==> config.mk <==
export PLATFORM = sky130hd
export DESIGN_NAME = battery_level_monitor
export DESIGN_NICKNAME = d
export VERILOG_FILES = /design/src/hdl/blm_pkg.sv /design/src/hdl/blm_div.sv /design/src/hdl/blm_datapath.sv /design/src/hdl/blm_ctrl.sv /design/src/hdl/battery_level_monitor.sv
export SDC_FILE = /design/constraint.sdc
export NUM_CORES = 2
export LEC_CHECK = 0
export BUFFER_PORTS_ARGS = -buffer_cell sky130_fd_sc_hd__buf_2
export CORE_MARGIN = 10
export CORE_UTILIZATION = 36
export DETAILED_ROUTE_END_ITERATION = 10
export HOLD_SLACK_MARGIN = 0.1
export PLACE_DENSITY_LB_ADDON = 0.12
export SLEW_MARGIN = 20
export SYNTH_ARGS = -nofsm -noshare
export SYNTH_HDL_FRONTEND = slang
export SYNTH_SLANG_ARGS = --single-unit
==> constraint.sdc <==
create_clock -name clk -period 22.8 [get_ports clk]
set_input_delay 2.28 -clock clk [delete_from_list [all_inputs] [get_ports clk]]
set_output_delay 2.28 -clock clk [all_outputs]
set_load 0.005 [all_outputs]
==> src/hdl/blm_pkg.sv <==
// Shared widths, constants, payload and control types for the battery level monitor.
package blm_pkg;

  // Window and converter defaults
  localparam int SAMPLES_PER_READING_DEF = 16;
  localparam int ADC_BITS                = 12;

  // Field widths
  localparam int SAMPLE_W   = 12;
  localparam int UVPC_W     = 12;
  localparam int RATIO_W    = 13;
  localparam int RATIO_FRAC = 8;
  localparam int MV_W       = 15;
  localparam int PCT_W      = 7;
  localparam int CFG_IDX_W  = 2;
  localparam int CFG_DATA_W = 15;

  // Datapath widths
  localparam int UV_W       = SAMPLE_W + UVPC_W;
  localparam int SCALED_W   = UV_W + RATIO_W - RATIO_FRAC;
  localparam int NUM_W      = MV_W + 8;
  localparam int DIVIDEND_W = NUM_W;
  localparam int DIVISOR_W  = MV_W + 1;
  localparam int LOW_W      = MV_W + 4;

  // Microvolts to millivolts by reciprocal multiply, exact below the clamp limit
  localparam int MV_DIV_W       = 25;
  localparam int MV_RECIP_W     = 26;
  localparam int MV_RECIP_SHIFT = 35;

  // Effective sample bits after masking to the converter resolution
  localparam logic [SAMPLE_W-1:0] SAMPLE_MASK =
    (ADC_BITS >= SAMPLE_W) ? {SAMPLE_W{1'b1}} : SAMPLE_W'((1 << ADC_BITS) - 1);

  // Arithmetic constants
  localparam logic [RATIO_W-1:0]    RATIO_ONE     = 13'd256;
  localparam logic [SCALED_W-1:0]   UV_ROUND      = 29'd500;
  localparam logic [SCALED_W-1:0]   UV_CLAMP_HIGH = 29'd20001000;
  localparam logic [MV_RECIP_W-1:0] MV_RECIP      = 26'd34359739;
  localparam logic [MV_W-1:0]       MV_MIN        = 15'd100;
  localparam logic [MV_W-1:0]       MV_MAX        = 15'd20000;
  localparam logic [MV_W-1:0]       MV_HYST       = 15'd50;
  localparam logic [PCT_W-1:0]      PCT_NONE      = 7'd0;
  localparam logic [PCT_W-1:0]      PCT_FULL      = 7'd100;
  localparam logic [NUM_W-1:0]      PCT_SCALE     = 23'd200;
  localparam logic [LOW_W-1:0]      LOW_TENS      = 19'd10;
  localparam logic [LOW_W-1:0]      LOW_NINES     = 19'd9;

  // Register reset values
  localparam logic [UVPC_W-1:0]  UVPC_RST  = 12'd800;
  localparam logic [RATIO_W-1:0] RATIO_RST = 13'd256;
  localparam logic [MV_W-1:0]    EMPTY_RST = 15'd3300;
  localparam logic [MV_W-1:0]    FULL_RST  = 15'd4200;

  // Register indexes
  typedef enum logic [CFG_IDX_W-1:0] {
    CFG_UV_PER_COUNT = 2'd0,
    CFG_RATIO_Q8     = 2'd1,
    CFG_EMPTY_MV     = 2'd2,
    CFG_FULL_MV      = 2'd3
  } cfg_reg_e;

  // Payloads
  typedef struct packed {
    logic [SAMPLE_W-1:0] sample;
    logic                read_failed;
  } sample_item_t;

  typedef struct packed {
    logic [MV_W-1:0]  level_millivolts;
    logic [PCT_W-1:0] charge_percent;
    logic             is_low;
  } report_item_t;

  // Controller to datapath
  typedef struct packed {
    logic acc_en;
    logic acc_clr;
    logic div_start;
    logic load_avg;
    logic load_uv;
    logic load_scaled;
    logic load_mv;
    logic load_low;
    logic load_pct_direct;
    logic load_pct_div;
    logic load_out;
  } blm_cmd_t;

  // Datapath to controller
  typedef struct packed {
    logic last_sample;
    logic div_busy;
    logic div_done;
    logic pct_direct;
    logic changed;
  } blm_status_t;

endpackage

==> src/hdl/blm_div.sv <==
// Restoring divider, one quotient bit per cycle.
module blm_div import blm_pkg::*; (
  input  logic                  clk,
  input  logic                  rst,
  input  logic                  start,
  input  logic [DIVIDEND_W-1:0] dividend,
  input  logic [DIVISOR_W-1:0]  divisor,
  output logic                  busy,
  output logic                  done,
  output logic [DIVIDEND_W-1:0] quotient
);

  localparam int STEP_W = $clog2(DIVIDEND_W + 1);

  logic [DIVIDEND_W-1:0] quo;
  logic [DIVISOR_W-1:0]  rem;
  logic [DIVISOR_W-1:0]  dvs;
  logic [STEP_W-1:0]     steps;
  logic [DIVISOR_W:0]    shifted;
  logic [DIVISOR_W:0]    diff;
  logic                  fits;
  logic [DIVISOR_W-1:0]  rem_next;

  // Trial subtract of the shifted partial remainder
  always_comb begin
    shifted  = {rem, quo[DIVIDEND_W-1]};
    diff     = shifted - {1'b0, dvs};
    fits     = (shifted >= {1'b0, dvs});
    rem_next = fits ? diff[DIVISOR_W-1:0] : shifted[DIVISOR_W-1:0];
  end

  // Step counter and completion pulse
  always_ff @(posedge clk) begin
    if (rst) begin
      steps <= '0;
      done  <= 1'b0;
    end else begin
      done <= 1'b0;
      if (start) begin
        steps <= STEP_W'(DIVIDEND_W);
      end else if (steps != '0) begin
        steps <= steps - 1'b1;
        done  <= (steps == STEP_W'(1));
      end
    end
  end

  // Shift quotient bits in, hold remainder
  always_ff @(posedge clk) begin
    if (start) begin
      quo <= dividend;
      rem <= '0;
      dvs <= divisor;
    end else if (steps != '0) begin
      quo <= {quo[DIVIDEND_W-2:0], fits};
      rem <= rem_next;
    end
  end

  assign busy     = (steps != '0);
  assign quotient = quo;

endmodule

==> src/hdl/blm_datapath.sv <==
// Datapath: registers, window accumulator, scaling, percent, change test and result register.
module blm_datapath import blm_pkg::*; #(
  parameter int SAMPLES_PER_READING = SAMPLES_PER_READING_DEF
) (
  input  logic                  clk,
  input  logic                  rst,
  input  logic                  cfg_we,
  input  logic [CFG_IDX_W-1:0]  cfg_index,
  input  logic [CFG_DATA_W-1:0] cfg_data,
  input  sample_item_t          sample_item,
  input  blm_cmd_t              cmd,
  output blm_status_t           status,
  output report_item_t          report_item
);

  localparam int CNT_W = (SAMPLES_PER_READING > 1) ? $clog2(SAMPLES_PER_READING) : 1;
  localparam int SUM_W = SAMPLE_W + $clog2(SAMPLES_PER_READING);

  // Window average by reciprocal multiply, exact for any sum below 2^16
  localparam int RECIP_SHIFT = 20;
  localparam int RECIP_W     = RECIP_SHIFT + 1;
  localparam int AVG_PROD_W  = SUM_W + RECIP_W;
  localparam logic [RECIP_W-1:0] AVG_RECIP =
    RECIP_W'(((1 << RECIP_SHIFT) + SAMPLES_PER_READING - 1) / SAMPLES_PER_READING);

  // Configuration registers
  logic [UVPC_W-1:0]  uv_per_count;
  logic [RATIO_W-1:0] ratio_q8;
  logic [MV_W-1:0]    empty_mv;
  logic [MV_W-1:0]    full_mv;

  // Window accumulator
  logic [SUM_W-1:0]   sample_sum;
  logic [CNT_W-1:0]   sample_count;
  logic [SAMPLE_W-1:0] sample_eff;

  // Working registers; scaled carries the half-millivolt rounding term
  logic [SAMPLE_W-1:0] avg;
  logic [UV_W-1:0]     uv;
  logic [SCALED_W-1:0] scaled;
  logic [MV_W-1:0]     mv;
  logic [PCT_W-1:0]    pct;
  logic                low;

  // Last reported values
  logic                have_report;
  logic [MV_W-1:0]     reported_mv;
  logic [PCT_W-1:0]    reported_pct;
  logic                reported_low;

  // Divider interface
  logic                  div_busy;
  logic                  div_done;
  logic [DIVIDEND_W-1:0] div_dividend;
  logic [DIVISOR_W-1:0]  div_divisor;
  logic [DIVIDEND_W-1:0] div_quotient;

  // Combinational terms
  logic [AVG_PROD_W-1:0]          avg_prod;
  logic [UV_W+RATIO_W-1:0]        ratio_prod;
  logic [SCALED_W-1:0]            scaled_sel;
  logic [MV_DIV_W+MV_RECIP_W-1:0] mv_prod;
  logic [MV_W-1:0]                mv_quot;
  logic [MV_W-1:0]                mv_clamped;
  logic [MV_W-1:0]                span;
  logic [MV_W-1:0]                above_empty;
  logic [NUM_W-1:0]               pct_num;
  logic                           pct_direct;
  logic                           low_calc;
  logic [MV_W-1:0]                mv_diff;

  // Write configuration registers
  always_ff @(posedge clk) begin
    if (rst) begin
      uv_per_count <= UVPC_RST;
      ratio_q8     <= RATIO_RST;
      empty_mv     <= EMPTY_RST;
      full_mv      <= FULL_RST;
    end else if (cfg_we) begin
      case (cfg_index)
        CFG_UV_PER_COUNT: uv_per_count <= cfg_data[UVPC_W-1:0];
        CFG_RATIO_Q8:     ratio_q8     <= cfg_data[RATIO_W-1:0];
        CFG_EMPTY_MV:     empty_mv     <= cfg_data[MV_W-1:0];
        CFG_FULL_MV:      full_mv      <= cfg_data[MV_W-1:0];
        default: ;
      endcase
    end
  end

  // Accumulate samples; a failed read counts but adds zero
  assign sample_eff = sample_item.read_failed ? '0 : (sample_item.sample & SAMPLE_MASK);

  always_ff @(posedge clk) begin
    if (rst) begin
      sample_sum   <= '0;
      sample_count <= '0;
    end else if (cmd.acc_clr) begin
      sample_sum <= '0;
    end else if (cmd.acc_en) begin
      sample_sum   <= sample_sum + SUM_W'(sample_eff);
      sample_count <= status.last_sample ? '0 : sample_count + 1'b1;
    end
  end

  // Percent divide operands
  assign div_dividend = pct_num;
  assign div_divisor  = {span, 1'b0};

  blm_div u_div (
    .clk      (clk),
    .rst      (rst),
    .start    (cmd.div_start),
    .dividend (div_dividend),
    .divisor  (div_divisor),
    .busy     (div_busy),
    .done     (div_done),
    .quotient (div_quotient)
  );

  // Average, scale, clamp, percent and low terms
  always_comb begin
    avg_prod    = AVG_PROD_W'(sample_sum) * AVG_PROD_W'(AVG_RECIP);
    ratio_prod  = (UV_W + RATIO_W)'(uv) * (UV_W + RATIO_W)'(ratio_q8);
    scaled_sel  = (ratio_q8 > RATIO_ONE) ? ratio_prod[UV_W+RATIO_W-1:RATIO_FRAC]
                                         : SCALED_W'(uv);
    mv_prod     = (MV_DIV_W + MV_RECIP_W)'(scaled[MV_DIV_W-1:0]) *
                  (MV_DIV_W + MV_RECIP_W)'(MV_RECIP);
    mv_quot     = mv_prod[MV_RECIP_SHIFT +: MV_W];
    if (scaled >= UV_CLAMP_HIGH) begin
      mv_clamped = MV_MAX;
    end else if (mv_quot < MV_MIN) begin
      mv_clamped = MV_MIN;
    end else begin
      mv_clamped = mv_quot;
    end
    span        = full_mv - empty_mv;
    above_empty = mv - empty_mv;
    pct_num     = NUM_W'(above_empty) * PCT_SCALE + NUM_W'(span);
    pct_direct  = (mv <= empty_mv) || (mv >= full_mv);
    low_calc    = (LOW_W'(mv) * LOW_TENS) <= (LOW_W'(empty_mv) * LOW_NINES + LOW_W'(full_mv));
    mv_diff     = (mv > reported_mv) ? (mv - reported_mv) : (reported_mv - mv);
  end

  // Advance the working registers
  always_ff @(posedge clk) begin
    if (cmd.load_avg) begin
      avg <= avg_prod[RECIP_SHIFT +: SAMPLE_W];
    end
    if (cmd.load_uv) begin
      uv <= UV_W'(avg) * UV_W'(uv_per_count);
    end
    if (cmd.load_scaled) begin
      scaled <= scaled_sel + UV_ROUND;
    end
    if (cmd.load_mv) begin
      mv <= mv_clamped;
    end
    if (cmd.load_low) begin
      low <= low_calc;
    end
    if (cmd.load_pct_direct) begin
      pct <= (mv <= empty_mv) ? PCT_NONE : PCT_FULL;
    end else if (cmd.load_pct_div) begin
      pct <= div_quotient[PCT_W-1:0];
    end
    if (cmd.load_out) begin
      report_item.level_millivolts <= mv;
      report_item.charge_percent   <= pct;
      report_item.is_low           <= low;
    end
  end

  // Remember the last report
  always_ff @(posedge clk) begin
    if (rst) begin
      have_report  <= 1'b0;
      reported_mv  <= '0;
      reported_pct <= '0;
      reported_low <= 1'b0;
    end else if (cmd.load_out) begin
      have_report  <= 1'b1;
      reported_mv  <= mv;
      reported_pct <= pct;
      reported_low <= low;
    end
  end

  // Status back to the controller
  always_comb begin
    status.last_sample = (sample_count == CNT_W'(SAMPLES_PER_READING - 1));
    status.div_busy    = div_busy;
    status.div_done    = div_done;
    status.pct_direct  = pct_direct;
    status.changed     = !have_report || (pct != reported_pct) ||
                         (mv_diff > MV_HYST) || (low != reported_low);
  end

endmodule

==> src/hdl/blm_ctrl.sv <==
// Controller: sequences accumulation, scaling, the percent divide and the result handoff.
module blm_ctrl import blm_pkg::*; (
  input  logic        clk,
  input  logic        rst,
  input  logic        sample_valid,
  output logic        sample_stall,
  output logic        report_valid,
  input  logic        report_stall,
  input  blm_status_t status,
  output blm_cmd_t    cmd
);

  typedef enum logic [7:0] {
    S_IDLE     = 8'b00000001,
    S_AVG      = 8'b00000010,
    S_UV       = 8'b00000100,
    S_RATIO    = 8'b00001000,
    S_MV       = 8'b00010000,
    S_PCT      = 8'b00100000,
    S_WAIT_PCT = 8'b01000000,
    S_REPORT   = 8'b10000000
  } state_t;

  state_t state;
  state_t state_next;
  logic   out_free;

  assign out_free     = !report_valid || !report_stall;
  assign sample_stall = (state != S_IDLE);

  // Next state and commands
  always_comb begin
    state_next = state;
    cmd        = '0;
    case (state)
      S_IDLE: begin
        if (sample_valid) begin
          cmd.acc_en = 1'b1;
          if (status.last_sample) begin
            state_next = S_AVG;
          end
        end
      end
      S_AVG: begin
        cmd.load_avg = 1'b1;
        cmd.acc_clr  = 1'b1;
        state_next   = S_UV;
      end
      S_UV: begin
        cmd.load_uv = 1'b1;
        state_next  = S_RATIO;
      end
      S_RATIO: begin
        cmd.load_scaled = 1'b1;
        state_next      = S_MV;
      end
      S_MV: begin
        cmd.load_mv = 1'b1;
        state_next  = S_PCT;
      end
      S_PCT: begin
        cmd.load_low = 1'b1;
        if (status.pct_direct) begin
          cmd.load_pct_direct = 1'b1;
          state_next          = S_REPORT;
        end else begin
          cmd.div_start = 1'b1;
          state_next    = S_WAIT_PCT;
        end
      end
      S_WAIT_PCT: begin
        if (status.div_done) begin
          cmd.load_pct_div = 1'b1;
          state_next       = S_REPORT;
        end
      end
      S_REPORT: begin
        // Drop an unchanged reading, otherwise hold until the result register frees
        if (!status.changed) begin
          state_next = S_IDLE;
        end else if (out_free) begin
          cmd.load_out = 1'b1;
          state_next   = S_IDLE;
        end
      end
      default: begin
        state_next = S_IDLE;
      end
    endcase
  end

  // State and result-valid registers
  always_ff @(posedge clk) begin
    if (rst) begin
      state        <= S_IDLE;
      report_valid <= 1'b0;
    end else begin
      state <= state_next;
      if (cmd.load_out) begin
        report_valid <= 1'b1;
      end else if (!report_stall) begin
        report_valid <= 1'b0;
      end
    end
  end

endmodule

==> src/hdl/battery_level_monitor.sv <==
// Top level of the battery level monitor: controller, datapath and checks.
//
//  Channel  | Signals                                  | Handshake
//  ---------+------------------------------------------+---------------------------
//  samples  | sample_valid, sample_stall, sample_item  | taken on valid && !stall
//  reports  | report_valid, report_stall, report_item  | taken on valid && !stall
//  config   | cfg_valid, cfg_ready, cfg_index, cfg_data| written on valid && ready
//
// A sample that does not close a window is taken in S_IDLE. The sample that closes
// a window holds off input through five steps (average, microvolts, divider ratio,
// millivolts, low flag) and the 23-step percent divide, which is skipped when the
// percent is 0 or 100. A changed reading then waits in S_REPORT while a stalled
// report holds the output register. Reset (rst, synchronous) restores the register
// defaults and empties the window; the first completed window always reports.
module battery_level_monitor import blm_pkg::*; #(
  parameter int SAMPLES_PER_READING = SAMPLES_PER_READING_DEF
) (
  input  logic                  clk,
  input  logic                  rst,
  input  logic                  sample_valid,
  output logic                  sample_stall,
  input  sample_item_t          sample_item,
  output logic                  report_valid,
  input  logic                  report_stall,
  output report_item_t          report_item,
  input  logic                  cfg_valid,
  output logic                  cfg_ready,
  input  logic [CFG_IDX_W-1:0]  cfg_index,
  input  logic [CFG_DATA_W-1:0] cfg_data
);

  blm_cmd_t    cmd;
  blm_status_t status;

  assign cfg_ready = 1'b1;

  blm_ctrl u_ctrl (
    .clk          (clk),
    .rst          (rst),
    .sample_valid (sample_valid),
    .sample_stall (sample_stall),
    .report_valid (report_valid),
    .report_stall (report_stall),
    .status       (status),
    .cmd          (cmd)
  );

  blm_datapath #(
    .SAMPLES_PER_READING (SAMPLES_PER_READING)
  ) u_datapath (
    .clk         (clk),
    .rst         (rst),
    .cfg_we      (cfg_valid && cfg_ready),
    .cfg_index   (cfg_index),
    .cfg_data    (cfg_data),
    .sample_item (sample_item),
    .cmd         (cmd),
    .status      (status),
    .report_item (report_item)
  );

  // No new divide while one is running
  assert property (@(posedge clk) disable iff (rst) cmd.div_start |-> !status.div_busy)
    else $error("divider restarted while busy");

  // Samples are only taken while the divider is idle
  assert property (@(posedge clk) disable iff (rst) cmd.acc_en |-> !status.div_busy)
    else $error("sample accumulated during window computation");

  // A held report is never overwritten
  assert property (@(posedge clk) disable iff (rst)
    cmd.load_out |-> (!report_valid || !report_stall))
    else $error("result register loaded while a report is stalled");

  // Divider completion follows a busy cycle
  assert property (@(posedge clk) disable iff (rst) status.div_done |-> $past(status.div_busy))
    else $error("divider done without a running divide");

endmodule

==> impl_metrics.env <==
export IMPL_setup_ws_ps=14730
export IMPL_ios=61
export IMPL_routed_wl_um=121000
export IMPL_yosys_warnings=0
export IMPL_first_iter_violations=1567
export IMPL_async_flop_share_pct=0
export IMPL_final_cell_mix="inv_1, ha_1, nand2_1"
export IMPL_max_freq_mhz=124
export IMPL_crit_fanout=8
export IMPL_dp_slack_ps=14700
export IMPL_hold_viol=0
export IMPL_slew_headroom_pct=29.8
export IMPL_cellPowerDensity_nw_per_um2=48.1
export IMPL_wire_per_inst_um=18.4
export IMPL_synth_top_family_by_area="adder cells"
export IMPL_worstRegToRegCells=24
export IMPL_critPathKind="reg -> reg"
export IMPL_synth_compound_area_share_pct=10.5
export IMPL_synth_area_leader_cell="fa_1"
export IMPL_dp_final_hpwl_um=99100
export IMPL_period_share_pct=35.4
export IMPL_core_um2=122000
export IMPL_status="finished, final reports clean"
export IMPL_ir_drop_mv=0.0601
export IMPL_ys_flop_type="edfxtp_1"
export IMPL_grt_total_usage_pct=17.8
export IMPL_place_congestion=0.880
export IMPL_cts_tree="built"
export IMPL_ys_ff_latch=279
export IMPL_synth_edf_count=149
export IMPL_row_count=128
export IMPL_skew_ps=40.6
export IMPL_grt_overflow=0
export IMPL_antenna_left=0
export IMPL_synth_cells=4967
export IMPL_synth_top_area_share_pct=25.9
export IMPL_areaGrowthSynthToFinish_pct=7.26
export IMPL_ctsResizeCount=0
export IMPL_yosys_area_share_adder_pct=44.2
export IMPL_clk_latency_ps=610
export IMPL_synth_net_count=6227
export IMPL_chipHeight_um=371
export IMPL_post_route_util_pct=39.0
export IMPL_viasPerCell=4.93
export IMPL_synthSimpleGateAreaFrac_pct=14.8
export IMPL_cts_hold_buf=0
export IMPL_ys_types=95
export IMPL_setup_violations=0
export IMPL_synthesis_area_um2=44500
export IMPL_numCtsBuffers=38
export IMPL_whs_path_depth=2
export IMPL_grt_pass1_vias=33991
export IMPL_die_w_um=371
export IMPL_grt_pass1_wl_um=194000
export IMPL_drtPass1Iterations=5
export IMPL_clock_sinks=279
export IMPL_layout_commonest_cell="inv_1"
export IMPL_die_area_um2=138000
export IMPL_drc_errors=0
export IMPL_cp_start_kind="flop"
export IMPL_drive_gt1_share_pct=4.02
export IMPL_end_kind="flop"
export IMPL_finalPower_uw=2300
export IMPL_slew_violations=0
export IMPL_setup_tns_ps=0
export IMPL_rsz0062_at_grt="no"
export IMPL_port_buffers=59
export IMPL_cts_clk_slew_worst_paths_ps=60
export IMPL_grt_max_degree=68
export IMPL_htreeDepth=2
export IMPL_seq_area_frac_synth_pct=15.9
export IMPL_worst_ep_arrival_time_ps=8420
export IMPL_avgSynthCellArea_um2=8.95
export IMPL_clock_root_buffer="clkbuf_16"
export IMPL_antenna_found_initial=1
export IMPL_cts_buffer_depth=3
export IMPL_yosys_mux_area_fraction_pct=1.45
export IMPL_holdCritPathClass="reg -> reg"
export IMPL_worst_pin_slew_ps=1050
export IMPL_leakage_uw=0.0234
export IMPL_ys_top_cells_by_area="fa_1, ha_1, edfxtp_1"
export IMPL_min_period_ps=8070
export IMPL_vias=32512
export IMPL_fin_nets=6204
export IMPL_synth_xor_area_share_pct=3.08
export IMPL_postCtsSetupBuffers=0
export IMPL_maxCapViolCount=0
export IMPL_start_util_pct=36.4
export IMPL_worst_ep_required_time_ps=23160
## worst paths after layout
kind | startpoint | endpoint | slack, ps
max reg2reg | u_datapath.scaled[17] | u_datapath.mv[3] | 14730
max | u_datapath.scaled[17] | u_datapath.mv[3] | 14730
min reg2reg | u_datapath.ratio_q8[6] | u_datapath.ratio_q8[6] | 460
min | u_datapath.ratio_q8[6] | u_datapath.ratio_q8[6] | 460
## layer usage
metal,share of wire (%),track usage [%]
met1,47,23.8
met2,48,30.8
met3,2.4,1.57
met4,2.3,4.15
met5,0.0074,0
## synth_stat cells, types with 10 or more instances
cell type and number:
mux2i_1 51, o21bai_1 13, o211ai_1 13, nand4_1 37, clkbuf_1 127, nor3b_1 15
o21ai_0 151, ha_1 650, or3_1 20, a31oi_1 21, a21boi_0 36, nor4_1 26
and2_1 181, nand2b_1 73, a21oi_1 232, a211oi_1 19, nand3b_1 23, and3_1 27
fa_1 575, nor2b_1 40, nor3_1 47, a21o_1 87, edfxtp_1 149, inv_1 1033
nor2_1 164, o21a_1 21, a211o_1 12, o2111ai_1 10, nand3_1 48, xnor2_1 99
xor2_1 55, dfxtp_1 130, o31ai_1 14, or2_2 13, nand2_1 594
## logic make-up after synthesis
logic type,after synthesis
flops,279
fa+ha+maj,1225
xor+xnor,155
other cells,1
simple gates,1344
compound gates,720
buf+inv,1181
mux,62
## final cells by class
class                   instances  area, µm²
repair buffers                 85        493
flip-flops and latches        279       7080
clock inverters                18        251
well taps                    1625       2030
diodes                          1       2.50
clock buffers                  52       1040
inverters                    1033       3880
multi-input cells            3507      32900
fillers                     12492      74500
## worst max-delay path, stage by stage, from the launching register on
cell and delay (ps):
edfxtp_1 650, inv_1 200, ha_1 310, inv_1 180
fa_1 470, fa_1 470, fa_1 530, fa_1 520
fa_1 560, inv_1 70, fa_1 530, inv_1 40
ha_1 380, nand2_1 70, o21ai_0 160, a21o_1 130
a21o_1 100, a21oi_1 60, o311ai_0 810, o21ai_0 250
a222oi_1 390, nor4_1 110, nor4_1 280, nand3_1 260
and4_1 280
## sequential cells by signal, summed over array words and instances (netlist names), 4 cells and up
name and flops:
u_ctrl.state 8, u_datapath.scaled 29, u_datapath.sample_sum 16, u_datapath.uv_per_count 12, u_datapath.reported_pct 7, u_datapath.empty_mv 15, u_datapath.uv 24, u_datapath.u_div.dvs 15
u_datapath.reported_mv 15, u_datapath.sample_count 4, u_datapath.ratio_q8 13, u_datapath.u_div.steps 5, u_datapath.full_mv 15, u_datapath.mv 15, u_datapath.avg 12, u_datapath.report_item 23
u_datapath.u_div.quotient 23, u_datapath.pct 7, u_datapath.u_div.rem 16
## power breakdown
part,switching (µW),leakage [µW],internal (µW),total [µW]
combinational,595,0.0203,423,1020
clock,260,0.000633,373,634
sequential,36.1,0.00242,609,645
## metrics by stage
step,hold WS [ps],area [µm²],instances
6_report,457,47700,6600
5_1_grt,475,47700,6599
4_1_cts,464,47700,6599
3_5_place_dp,456,46400,6529
3_3_place_gp,447,46400,6529
2_1_floorplan,436,44500,4967
Power figures use the tool's default switching activity.
